### config.mk
export PLATFORM = sky130hd
export DESIGN_NAME = rfid_stx_etx_frame_receiver
export DESIGN_NICKNAME = d
export VERILOG_FILES = /design/src/design/rsef_pkg.sv /design/src/design/rsef_frame.sv /design/src/design/rsef_run.sv /design/src/design/rfid_stx_etx_frame_receiver.sv
export SDC_FILE = /design/constraint.sdc
export NUM_CORES = 1
export LEC_CHECK = 0
export ABC_AREA = 1
export BUFFER_PORTS_ARGS = -buffer_cell sky130_fd_sc_hd__buf_2
export CORE_AREA = 2 2 185 187
export DETAILED_ROUTE_END_ITERATION = 16
export DIE_AREA = 0 0 187 189
export HOLD_SLACK_MARGIN = 0.15
export MAX_ROUTING_LAYER = met4
export SLEW_MARGIN = 10
export SYNTH_ARGS = -nofsm -noshare
export SYNTH_HDL_FRONTEND = slang
export SYNTH_HIERARCHICAL = 1
export SYNTH_SLANG_ARGS = --single-unit
export TNS_END_PERCENT = 30
### constraint.sdc
create_clock -name clk -period 5.2 [get_ports clk]
set_input_delay 1.04 -clock clk [delete_from_list [all_inputs] [get_ports clk]]
set_output_delay 1.04 -clock clk [all_outputs]
set_load 0.05 [all_outputs]
### src/design/rsef_pkg.sv
package rsef_pkg;

	localparam logic [7:0] START_BYTE   = 8'd2;
	localparam logic [7:0] END_BYTE     = 8'd3;
	localparam int         ID_FIRST_POS = 2;
	localparam int         INDEX_W      = 4;

	// Run buffer status seen by the frame stage
	typedef struct packed {
		logic busy;
		logic last_taken;
	} run_status_t;

endpackage

### src/design/rsef_frame.sv
module rsef_frame import rsef_pkg::*; #(
	parameter int ID_LENGTH    = 10,
	parameter int FRAME_LENGTH = 17
) (
	input  logic        clk,
	input  logic        arst_n,
	input  logic        in_valid,
	output logic        in_stall,
	input  logic [7:0]  rx_byte,
	input  run_status_t run_status,
	output logic        run_load,
	output logic [7:0]  id_store [ID_LENGTH]
);

	localparam int POS_W = $clog2(FRAME_LENGTH + 1);

	logic             valid_s1;
	logic [7:0]       byte_s1;
	logic [POS_W-1:0] write_pos_q;
	logic             frame_open_q;
	logic             end_seen_q;
	logic [7:0]       store_q [ID_LENGTH];

	logic             emit;
	logic             run_free;
	logic             hold;
	logic             advance;
	logic [POS_W:0]   pos_next;
	logic [POS_W-1:0] write_pos_d;
	logic             frame_open_d;
	logic             end_seen_d;
	logic [7:0]       store_d [ID_LENGTH];

	// A run is due only on an end byte inside an open frame
	assign emit     = (byte_s1 == END_BYTE) && frame_open_q;
	assign run_free = !run_status.busy || run_status.last_taken;
	assign hold     = valid_s1 && emit && !run_free;
	assign advance  = valid_s1 && !hold;
	assign in_stall = hold;
	assign run_load = advance && emit;
	assign id_store = store_q;
	assign pos_next = {1'b0, write_pos_q} + {{POS_W{1'b0}}, 1'b1};

	always_comb begin
		write_pos_d  = write_pos_q;
		frame_open_d = frame_open_q;
		end_seen_d   = end_seen_q;
		store_d      = store_q;
		priority if (byte_s1 == START_BYTE) begin
			for (int i = 0; i < ID_LENGTH; i++) begin
				store_d[i] = 8'd0;
			end
			write_pos_d  = POS_W'(1);
			frame_open_d = 1'b1;
			end_seen_d   = 1'b0;
		end else if (byte_s1 == END_BYTE) begin
			if (write_pos_q < POS_W'(FRAME_LENGTH)) begin
				write_pos_d = pos_next[POS_W-1:0];
			end
			end_seen_d = 1'b1;
			// the run closes the frame
			if (frame_open_q) begin
				frame_open_d = 1'b0;
			end
		end else begin
			// take a data byte only inside an open frame before its end byte
			if (frame_open_q && !end_seen_q) begin
				if (pos_next >= (POS_W + 1)'(FRAME_LENGTH)) begin
					// overrun: drop the whole frame
					for (int i = 0; i < ID_LENGTH; i++) begin
						store_d[i] = 8'd0;
					end
					write_pos_d  = '0;
					frame_open_d = 1'b0;
					end_seen_d   = 1'b0;
				end else begin
					write_pos_d = pos_next[POS_W-1:0];
					for (int i = 0; i < ID_LENGTH; i++) begin
						if (int'(pos_next) == i + ID_FIRST_POS) begin
							store_d[i] = byte_s1;
						end
					end
				end
			end
		end
	end

	always_ff @(posedge clk or negedge arst_n) begin
		if (!arst_n) begin
			valid_s1     <= 1'b0;
			write_pos_q  <= '0;
			frame_open_q <= 1'b0;
			end_seen_q   <= 1'b0;
			for (int i = 0; i < ID_LENGTH; i++) begin
				store_q[i] <= 8'd0;
			end
		end else begin
			if (!hold) begin
				valid_s1 <= in_valid;
			end
			if (advance) begin
				write_pos_q  <= write_pos_d;
				frame_open_q <= frame_open_d;
				end_seen_q   <= end_seen_d;
				store_q      <= store_d;
			end
		end
	end

	always_ff @(posedge clk) begin
		if (!hold && in_valid) begin
			byte_s1 <= rx_byte;
		end
	end

endmodule

### src/design/rsef_run.sv
module rsef_run import rsef_pkg::*; #(
	parameter int ID_LENGTH = 10
) (
	input  logic               clk,
	input  logic               arst_n,
	input  logic               run_load,
	input  logic [7:0]         id_store [ID_LENGTH],
	output run_status_t        run_status,
	output logic               out_valid,
	input  logic               out_stall,
	output logic [7:0]         id_byte,
	output logic [INDEX_W-1:0] byte_index,
	output logic               last_byte
);

	localparam int IDX_W = (ID_LENGTH > 1) ? $clog2(ID_LENGTH) : 1;

	logic                     busy_q;
	logic [IDX_W-1:0]         idx_q;
	logic [7:0]               run_q [ID_LENGTH];
	logic [IDX_W+INDEX_W-1:0] idx_ext;
	logic                     take;

	assign take       = busy_q && !out_stall;
	assign out_valid  = busy_q;
	assign id_byte    = run_q[0];
	assign idx_ext    = {{INDEX_W{1'b0}}, idx_q};
	assign byte_index = idx_ext[INDEX_W-1:0];
	assign last_byte  = (idx_q == IDX_W'(ID_LENGTH - 1));

	assign run_status.busy       = busy_q;
	assign run_status.last_taken = take && last_byte;

	always_ff @(posedge clk or negedge arst_n) begin
		if (!arst_n) begin
			busy_q <= 1'b0;
			idx_q  <= '0;
		end else if (run_load) begin
			busy_q <= 1'b1;
			idx_q  <= '0;
		end else if (take) begin
			if (last_byte) begin
				busy_q <= 1'b0;
			end
			idx_q <= idx_q + IDX_W'(1);
		end
	end

	// Shift the snapshot toward the head on every item taken
	always_ff @(posedge clk) begin
		if (run_load) begin
			run_q <= id_store;
		end else if (take) begin
			for (int i = 0; i < ID_LENGTH - 1; i++) begin
				run_q[i] <= run_q[i+1];
			end
		end
	end

endmodule

### src/design/rfid_stx_etx_frame_receiver.sv
// STX/ETX frame receiver for a serial tag reader. Each byte on the input channel
// is taken into an input register and from there applied to the frame state,
// unless an input stall holds it: a start byte (2) clears the ID store and opens
// a frame, data bytes fill frame positions 2 to ID_LENGTH+1 with the tag ID, a
// data byte that reaches position FRAME_LENGTH drops the frame, and an end byte (3)
// inside an open frame snapshots the store into a run buffer that delivers
// ID_LENGTH items (id_byte, byte_index, last_byte), one per cycle while the output
// is not stalled. One input byte is accepted every cycle while in_stall is low; the
// run buffer is a single snapshot, so an end byte that would start a second run
// stalls the input until the current run hands over its last item. Reset clears
// the control state and the ID store, not the input byte register or run snapshot.
module rfid_stx_etx_frame_receiver import rsef_pkg::*; #(
	parameter int ID_LENGTH    = 10,
	parameter int FRAME_LENGTH = 17
) (
	input  logic               clk,
	input  logic               arst_n,
	input  logic               in_valid,
	output logic               in_stall,
	input  logic [7:0]         rx_byte,
	output logic               out_valid,
	input  logic               out_stall,
	output logic [7:0]         id_byte,
	output logic [INDEX_W-1:0] byte_index,
	output logic               last_byte
);

	run_status_t run_status;
	logic        run_load;
	logic [7:0]  id_store [ID_LENGTH];

	rsef_frame #(
		.ID_LENGTH    (ID_LENGTH),
		.FRAME_LENGTH (FRAME_LENGTH)
	) u_frame (
		.clk        (clk),
		.arst_n     (arst_n),
		.in_valid   (in_valid),
		.in_stall   (in_stall),
		.rx_byte    (rx_byte),
		.run_status (run_status),
		.run_load   (run_load),
		.id_store   (id_store)
	);

	rsef_run #(
		.ID_LENGTH (ID_LENGTH)
	) u_run (
		.clk        (clk),
		.arst_n     (arst_n),
		.run_load   (run_load),
		.id_store   (id_store),
		.run_status (run_status),
		.out_valid  (out_valid),
		.out_stall  (out_stall),
		.id_byte    (id_byte),
		.byte_index (byte_index),
		.last_byte  (last_byte)
	);

endmodule

# After elaboration in Yosys (flattened, before gate mapping)

Index checks and enable logic that the tools add are counted.

Output and inout port bits: 15
Latch bits: 0
Memories: 0
Input port bits: 12
Logic and storage cells: 121
Bits in read-only memories: 0
Flip-flop bits (word level): 181
Bits in writable memories: 0

Bitwise gates (word level): 0
Div/mod/pow operators: 0
Reductions and logical operators: 43
Muxes and demuxes: 32
Multipliers: 0
$lt $le $gt $ge: 2
$add $sub $neg: 2
Eq/ne operators: 15
Shifts and indexed selects: 0

Operators by type and width:

| operator            | count |
|---|---|
| $mux 80             | 4 |
| $mux 72             | 2 |
| $mux 8              | 10 |
| $reduce_and 4->1    | 10 |
| $reduce_bool 3->1   | 12 |
| $mux 5              | 5 |
| $eq 6x4->1 const B  | 4 |
| $eq 6x5->1 const B  | 4 |
| $eq 8x2->1 const B  | 2 |
| $eq 6x3->1 const B  | 2 |
| $logic_and 1x1->1   | 9 |
| $mux 1              | 9 |
| $mux 4              | 2 |
| $add 5x1->6 const B | 1 |
| $ge 6x5->1 const B  | 1 |
| $reduce_and 3->1    | 2 |
| $reduce_bool 2->1   | 3 |
| $logic_not 1->1     | 5 |
| $lt 5x5->1 const B  | 1 |
| $add 4x1->4 const B | 1 |
| $eq 4x4->1 const B  | 1 |
| $ne 3x3->1 const B  | 1 |
| $ne 2x2->1 const B  | 1 |
| $reduce_and 2->1    | 1 |
| $logic_or 1x1->1    | 1 |

# Logic depth before layout (Yosys ltp)

Gate-level depths: netlist (run 1).

Depth after elaboration: 11
Mapped depth: 16
Gate-level depth less buffers: 13

# Modules after synthesis

The synthesis (run 1) kept the hierarchy.

Modules (own cells, without submodules):

| module     | cells an instance | sequential area each (um2) | area each (um2) | times used |
|---|---|---|---|---|
| rsef_frame | 523               | 2442.3                     | 4608.2          | 1 |
| rsef_run   | 358               | 2527.4                     | 3654.8          | 1 |

# Least setup slack after synthesis (run 1)

No wires, ideal clock.

Path kind: input to register
Start: input out_stall
End: register u_run.run_q, in the netlist u_run/id_byte[0] (enable)
Buffers on the path: 3
Setup slack: 603 ps
Library setup time: 432 ps
Data arrival time: 4164 ps
Data required time: 4768 ps
Stages on the path: 14
Path through: nor2_2 > inv_1 > nor2_1 > nor3b_1 > nand2_1 > nand2_1 > inv_1 > nand2_1 > nor2_1 > buf_4 > inv_4 > buf_6 > buf_6 > nand2_1

RTL lines:

| element                        | RTL line                          | source |
|---|---|---|
| start: declaration             | rfid_stx_etx_frame_receiver.sv:22 | `input logic out_stall,` |
| end signal: assignment         | rsef_run.sv:52                    | `run_q <= id_store;` |
| end signal: indexed assignment | rsef_run.sv:55                    | `run_q[i] <= run_q[i+1];` |
| end: declaration               | rsef_run.sv:20                    | `logic [7:0] run_q [ID_LENGTH];` |

==> summary.txt, run 1 <==
Setup path
  • Startpoint Class: input pin
  • Required time worst endpoint: 4.16 ns
  • Crit-path max FO: 4
  • Crit. End Element: primary output
  • Setup Crit Path Kind: input pin to primary output
  • Arrival time worst endpoint: 2.08 ns

STA
  • Final hold vios: 0
  • Minimum clock period: 3.12 ns
  • F_max: 320 MHz
  • Slew @ Worst Pin: 1.05 ns
  • Fin crit share: 0.600
  • RSZ-0062 raised after global routing: no
  • Setup violators final: 0
  • Worst-case hold slack: 0.448 ns
  • Slew Limit Fails: 0
  • Clock Skew: 0.0149 ns
  • Fin Setup TNS: 0 ns
  • Slew margin rel.: 0.303

Clock tree
  • CTS root buffer: clkbuf_16
  • Post-CTS Hold Fix Bufs: 0
  • Total CTS buffers: 17
  • Htree depth: 4
  • CTS sink cnt: 181
  • Clock-pin slew on the worst setup and hold paths: 0.06 ns
  • Worst skew pair latency: 0.44 ns
  • # Post-CTS Setup Buffers: 0
  • CTS tree: built
  • Post_cts resized: 0
  • CTS Buffer Depth: 2

Drt
  • Drt first pass iters: 5
  • Met3 wire length: 639 um
  • Via count: 5686
  • Met2 wire length: 8.25 mm
  • DRC violations left: 0
  • Avg WL per Cell: 12.8 um
  • Antenna Nets Post-Route: 0
  • Post-Route WL: 17.3 mm
  • Iteration-0 DRC Markers: 470
  • Wl on met1: 8.12 mm
  • Max layer used: met4
  • DR vias/cell: 4.20

Yosys
  • Unique masters post-synth: 29
  • Number of enable flip-flop cells after synthesis: 88
  • Top cells by area, synth: edfxtp_1 32%, dfrtp_1 28%, nand2_1 20%, nand3_1 5.1%, nand4_4 2.1%
  • Yosys reg bits: 181
  • Synth warn: 6
  • Mapped Cells: 881
  • Average cell area after synthesis: 9.38 sq um
  • Register area share after synthesis: 0.601
  • Top cells by instance count after synthesis: 446 x nand2_1, 93 x dfrtp_1, 88 x edfxtp_1, 85 x nand3_1, 40 x inv_1
  • Post-Synthesis Cell Area: 8260 sq um
  • Top-count cell post-synth: nand2_1
  • Post-Syn Nets: 900
  • Top-area cell type share of the netlist area: 0.320
  • Main flop type after synthesis: dfrtp_1
  • Area leader, netlist: edfxtp_1
  • Async set-reset flop share out of synthesis: 0.514

Placed design
  • IO buf count: 26
  • Routability cong.: 0.808
  • Dpl hpwl: 10.5 mm
  • Dpl cells: 1321
  • Placed Area: 8760 sq um

Layout
  • N_diodes: 0
  • Fillers: 3524
  • Syn-to-layout area delta: 13.2%
  • Non-Filler Instances: 1353
  • Multi-input gate area: 2870 sq um
  • Register area: 4970 sq um
  • Final non-filler cell area: 9350 sq um
  • Final nets: 911
  • Layout cell share with drive strength beyond 1: 0.103

Status
  • Status: finished clean

Floorplanning
  • Die Span X: 187 um
  • Die height: 189 um
  • Initial core utilization: 0.248
  • Die area: 35300 sq um
  • Io pins: 27
  • Cell row count: 67
  • Core area: 33300 sq um

GRT
  • Antenna violations before repair: 0
  • Global-route wire length before repair: 29.2 mm
  • Grt ovf: 0
  • Largest net degree at the start of global routing: 91
  • Total track usage: 0.107
  • Number of global-route vias before repair: 5642

Power and ir drop
  • Peak supply drop: 0.000247 V
  • Pwr dens: 376 nW/um^2
  • Leak Pwr: 4.50 nW

Job
  • Max-Cap Viols: 0

Worst hold path
  • Hold WC Path Type: register to register
through the flow:
step           setup slack (ns)   util  power, W
6_report                   2.08  0.281   0.00352
3_3_place_gp               1.89  0.263   0.00224
3_5_place_dp               1.86  0.263   0.00226
5_1_grt                    1.96  0.281   0.00368
2_1_floorplan             0.603      -   0.00213
4_1_cts                    2.06  0.281   0.00357
final timing paths:
| path | start | to | slack (ns) | cells past startpoint |
|---|---|---|---|---|
| hold reg to reg | u_frame/id_store[3] | u_run/run_q[3] | 0.45 | 0 |
| hold / removal | u_frame/id_store[3] | u_run/run_q[3] | 0.45 | 0 |
| setup reg to reg | u_frame/write_pos_q[1] | u_frame/id_store[5] | 2.50 | 9 |
| setup / recovery | out_stall | in_stall | 2.08 | 8 |
| min in group asynchronous | arst_n | u_frame/id_store[0] | 0.69 | 1 |
| max in group asynchronous | arst_n | u_frame/id_store[74] | 3.48 | 2 |
layout by cell type, fill, tap and decap left out, drive strengths merged:
master    count
a21boi        1
a21oi         3
buf          31
bufinv        2
clkbuf       25
clkinv        1
clkinvlp      4
dfrtp        93
edfxtp       88
ha            7
inv          47
nand2       451
nand3        86
nand4        24
nor2         38
nor3b         1
o21ai         2
or2           1
per-layer routing:
metal	global-route usage	vias to the layer above
met5	-	-
met4	0.0394	0
met3	0.0230	20
met2	0.174	78
met1	0.132	2742
li1	-	2846
where the power goes:
part | internal [W] | leakage, nW | switching (W)
logic | 0.000113 | 2.11 | 0.000356
clock network | 0.000762 | 0.275 | 0.000538
registers | 0.00169 | 2.12 | 0.0000626
total | 0.00256 | 4.50 | 0.000957
critical path, cell delays in order:
cell and delay [ns]:
buf_2 0.10, nor2_2 0.05, inv_1 0.12, nor2_1 0.07, nor3b_1 0.22, nand2_1 0.12, inv_1 0.10, buf_2 0.26
registers in the layout, indices dropped and copies added, names as in the netlist:
register              count
u_run/byte_index          4
u_frame/end_seen_q        1
u_run/out_valid           1
u_frame/frame_open_q      1
u_run/id_byte             8
u_run/run_q              72
u_frame/write_pos_q       5
u_frame/valid_s1          1
u_frame/id_store         80
u_frame/byte_s1           8
area by class of cell:
| class | instances | area share |
|---|---|---|
| clock buffer | 25 | 0.0531 |
| timing repair buffer | 31 | 0.0195 |
| inverter | 47 | 0.0191 |
| tap | 448 | 0.0599 |
| clock inverter | 7 | 0.0102 |
| sequential | 181 | 0.531 |
| multi-input combinational | 614 | 0.307 |
cell families after synthesis:
family                   Yosys count  share of synthesized area
buffers and inverters             86                     0.0542
flip-flops                       181                      0.601
adder cells (fa/ha/maj)            7                     0.0106
AND/OR/NAND/NOR                  601                      0.329
AO/OA/AOI/OAI                      6                    0.00439
Note: power is estimated with default switching activity, not from simulation.
==> run 2: changes to the inputs <==
- clock period: 5.2 -> 3.3 ns (I/O delays scaled with it)
==> summary.txt, run 2 (synthesized netlist as in run 1, its figures left out) <==
Status
  • Status: finished clean

Clock tree
  • Htree depth: 4
  • Total CTS buffers: 17
  • # Post-CTS Setup Buffers: 0
  • Post-CTS Hold Fix Bufs: 0
  • CTS Buffer Depth: 2
  • CTS root buffer: clkbuf_16
  • CTS sink cnt: 181
  • Worst skew pair latency: 0.43 ns
  • CTS tree: built
  • Clock-pin slew on the worst setup and hold paths: 0.06 ns
  • Post_cts resized: 0

Drt
  • Via count: 5541
  • Avg WL per Cell: 11.8 um
  • Antenna Nets Post-Route: 0
  • Iteration-0 DRC Markers: 311
  • DRC violations left: 0
  • Post-Route WL: 16.1 mm
  • DR vias/cell: 4.07
  • Drt first pass iters: 4

Placed design
  • Routability cong.: 0.812
  • IO buf count: 26
  • Dpl hpwl: 10.4 mm
  • Dpl cells: 1330

Setup path
  • Max stage delay cell, worst path: edfxtp_1
  • Setup Crit Path Kind: register to primary output
  • Arrival time worst endpoint: 2.15 ns
  • Crit. End Element: primary output
  • Worst path buffer plus inverter count: 3
  • Max incr delay on CP: 0.69 ns
  • Crit-path cells: nand2_1 > inv_1 > nand2_1 > nor2_2 > nand2_1 > inv_1 > buf_2
  • Required time worst endpoint: 2.64 ns
  • CP dominant cell by count: nand2_1
  • Crit-path max FO: 12
  • Top delay family on crit path: flip-flops
  • Startpoint Class: register

Layout
  • Max reg flops: 80
  • Final nets: 920
  • Syn-to-layout area delta: 15.6%
  • Post-layout util: 0.287
  • Non-Filler Instances: 1362
  • Most common cell after layout, fill and taps aside: nand2_1
  • N_diodes: 0
  • Fillers: 3545
  • Layout cell share with drive strength beyond 1: 0.115
  • Most frequent cells in the layout: 445 x nand2_1, 93 x dfrtp_1, 88 x edfxtp_1

GRT
  • Antenna violations before repair: 0
  • Largest net degree at the start of global routing: 81
  • Total track usage: 0.0982
  • Global-route wire length before repair: 27.0 mm
  • Grt ovf: 0
  • Number of global-route vias before repair: 5454

Power and ir drop
  • Peak supply drop: 0.000387 V
  • Pwr dens: 606 nW/um^2
  • Leak Pwr: 4.61 nW

STA
  • F_max: 356 MHz
  • Slew margin rel.: 0.506
  • Minimum clock period: 2.81 ns
  • RSZ-0062 raised after global routing: no
  • Fin crit share: 0.852
  • Slew @ Worst Pin: 0.738 ns
  • Fin Setup TNS: 0 ns
  • Final hold vios: 0
  • Setup violators final: 0
  • Clock Skew: 0.00662 ns
  • Slew Limit Fails: 0

Floorplanning
  • Initial core utilization: 0.248
  • Core area: 33300 sq um
  • Io pins: 27
  • Die height: 189 um
  • Die Span X: 187 um
  • Die area: 35300 sq um
  • Cell row count: 67

Job
  • Max-Cap Viols: 0

Worst hold path
  • Hold WC Path Type: input pin to async pin
run 2: cell types whose count changed in the layout (fill, tap and decap cells not counted), sizes merged:
cell	change
inv	+1
buf	+9
clkbuf	-6
clkinv	+4
bufinv	+4
clkinvlp	-3
run 2: report_power, final:
| group | switching (W) | internal (W) | leakage [nW] |
|---|---|---|---|
| Combinational | 0.000553 | 0.000202 | 2.17 |
| Sequential | 0.0000935 | 0.00265 | 2.12 |
| Clock | 0.000848 | 0.00144 | 0.325 |
run 2: area by class of cell:
cell class	count	area, sq um	area share
Sequential cell	181	4970	0.521
Multi-Input combinational cell	614	2870	0.300
Tap cell	448	561	0.0587
Clock buffer	19	443	0.0464
Timing Repair Buffer	40	300	0.0315
Clock inverter	13	228	0.0239
Inverter	47	179	0.0187
run 2: path summary, 6_finish.rpt:
| path | end | depth (start not counted) | slack [ns] | from |
|---|---|---|---|---|
| min in group clk | u_frame/byte_s1[4] | 1 | 0.40 | rx_byte[4] |
| min reg2reg | u_run/run_q[0] | 0 | 0.45 | u_frame/id_store[0] |
| min | u_frame/id_store[2] | 1 | 0.29 | arst_n |
| max in group asynchronous | u_frame/id_store[60] | 2 | 2.29 | arst_n |
| max | in_stall | 7 | 0.49 | u_frame/byte_s1[1] |
| max reg2reg | u_run/run_q[27] | 13 | 0.79 | u_frame/byte_s1[1] |
run 2: through the flow:
stage          instance area (sq um)  setup WS (ns)  power [W]  hold slack [ns]
2_1_floorplan                   8270        0.00356    0.00335            0.364
3_3_place_gp                    8880          0.643    0.00354            0.432
3_5_place_dp                    8880          0.598    0.00356            0.432
4_1_cts                         9550          0.456    0.00585            0.326
5_1_grt                         9550          0.358    0.00603            0.359
6_report                        9550          0.490    0.00579            0.286
run 2: layer usage:
layer	vias to the layer above	part of all wire	global-route usage
met4	0	0.011	0.0372
met1	2565	0.48	0.122
met2	97	0.47	0.158
met3	8	0.043	0.0202
li1	2871	-	-
met5	-	0	-
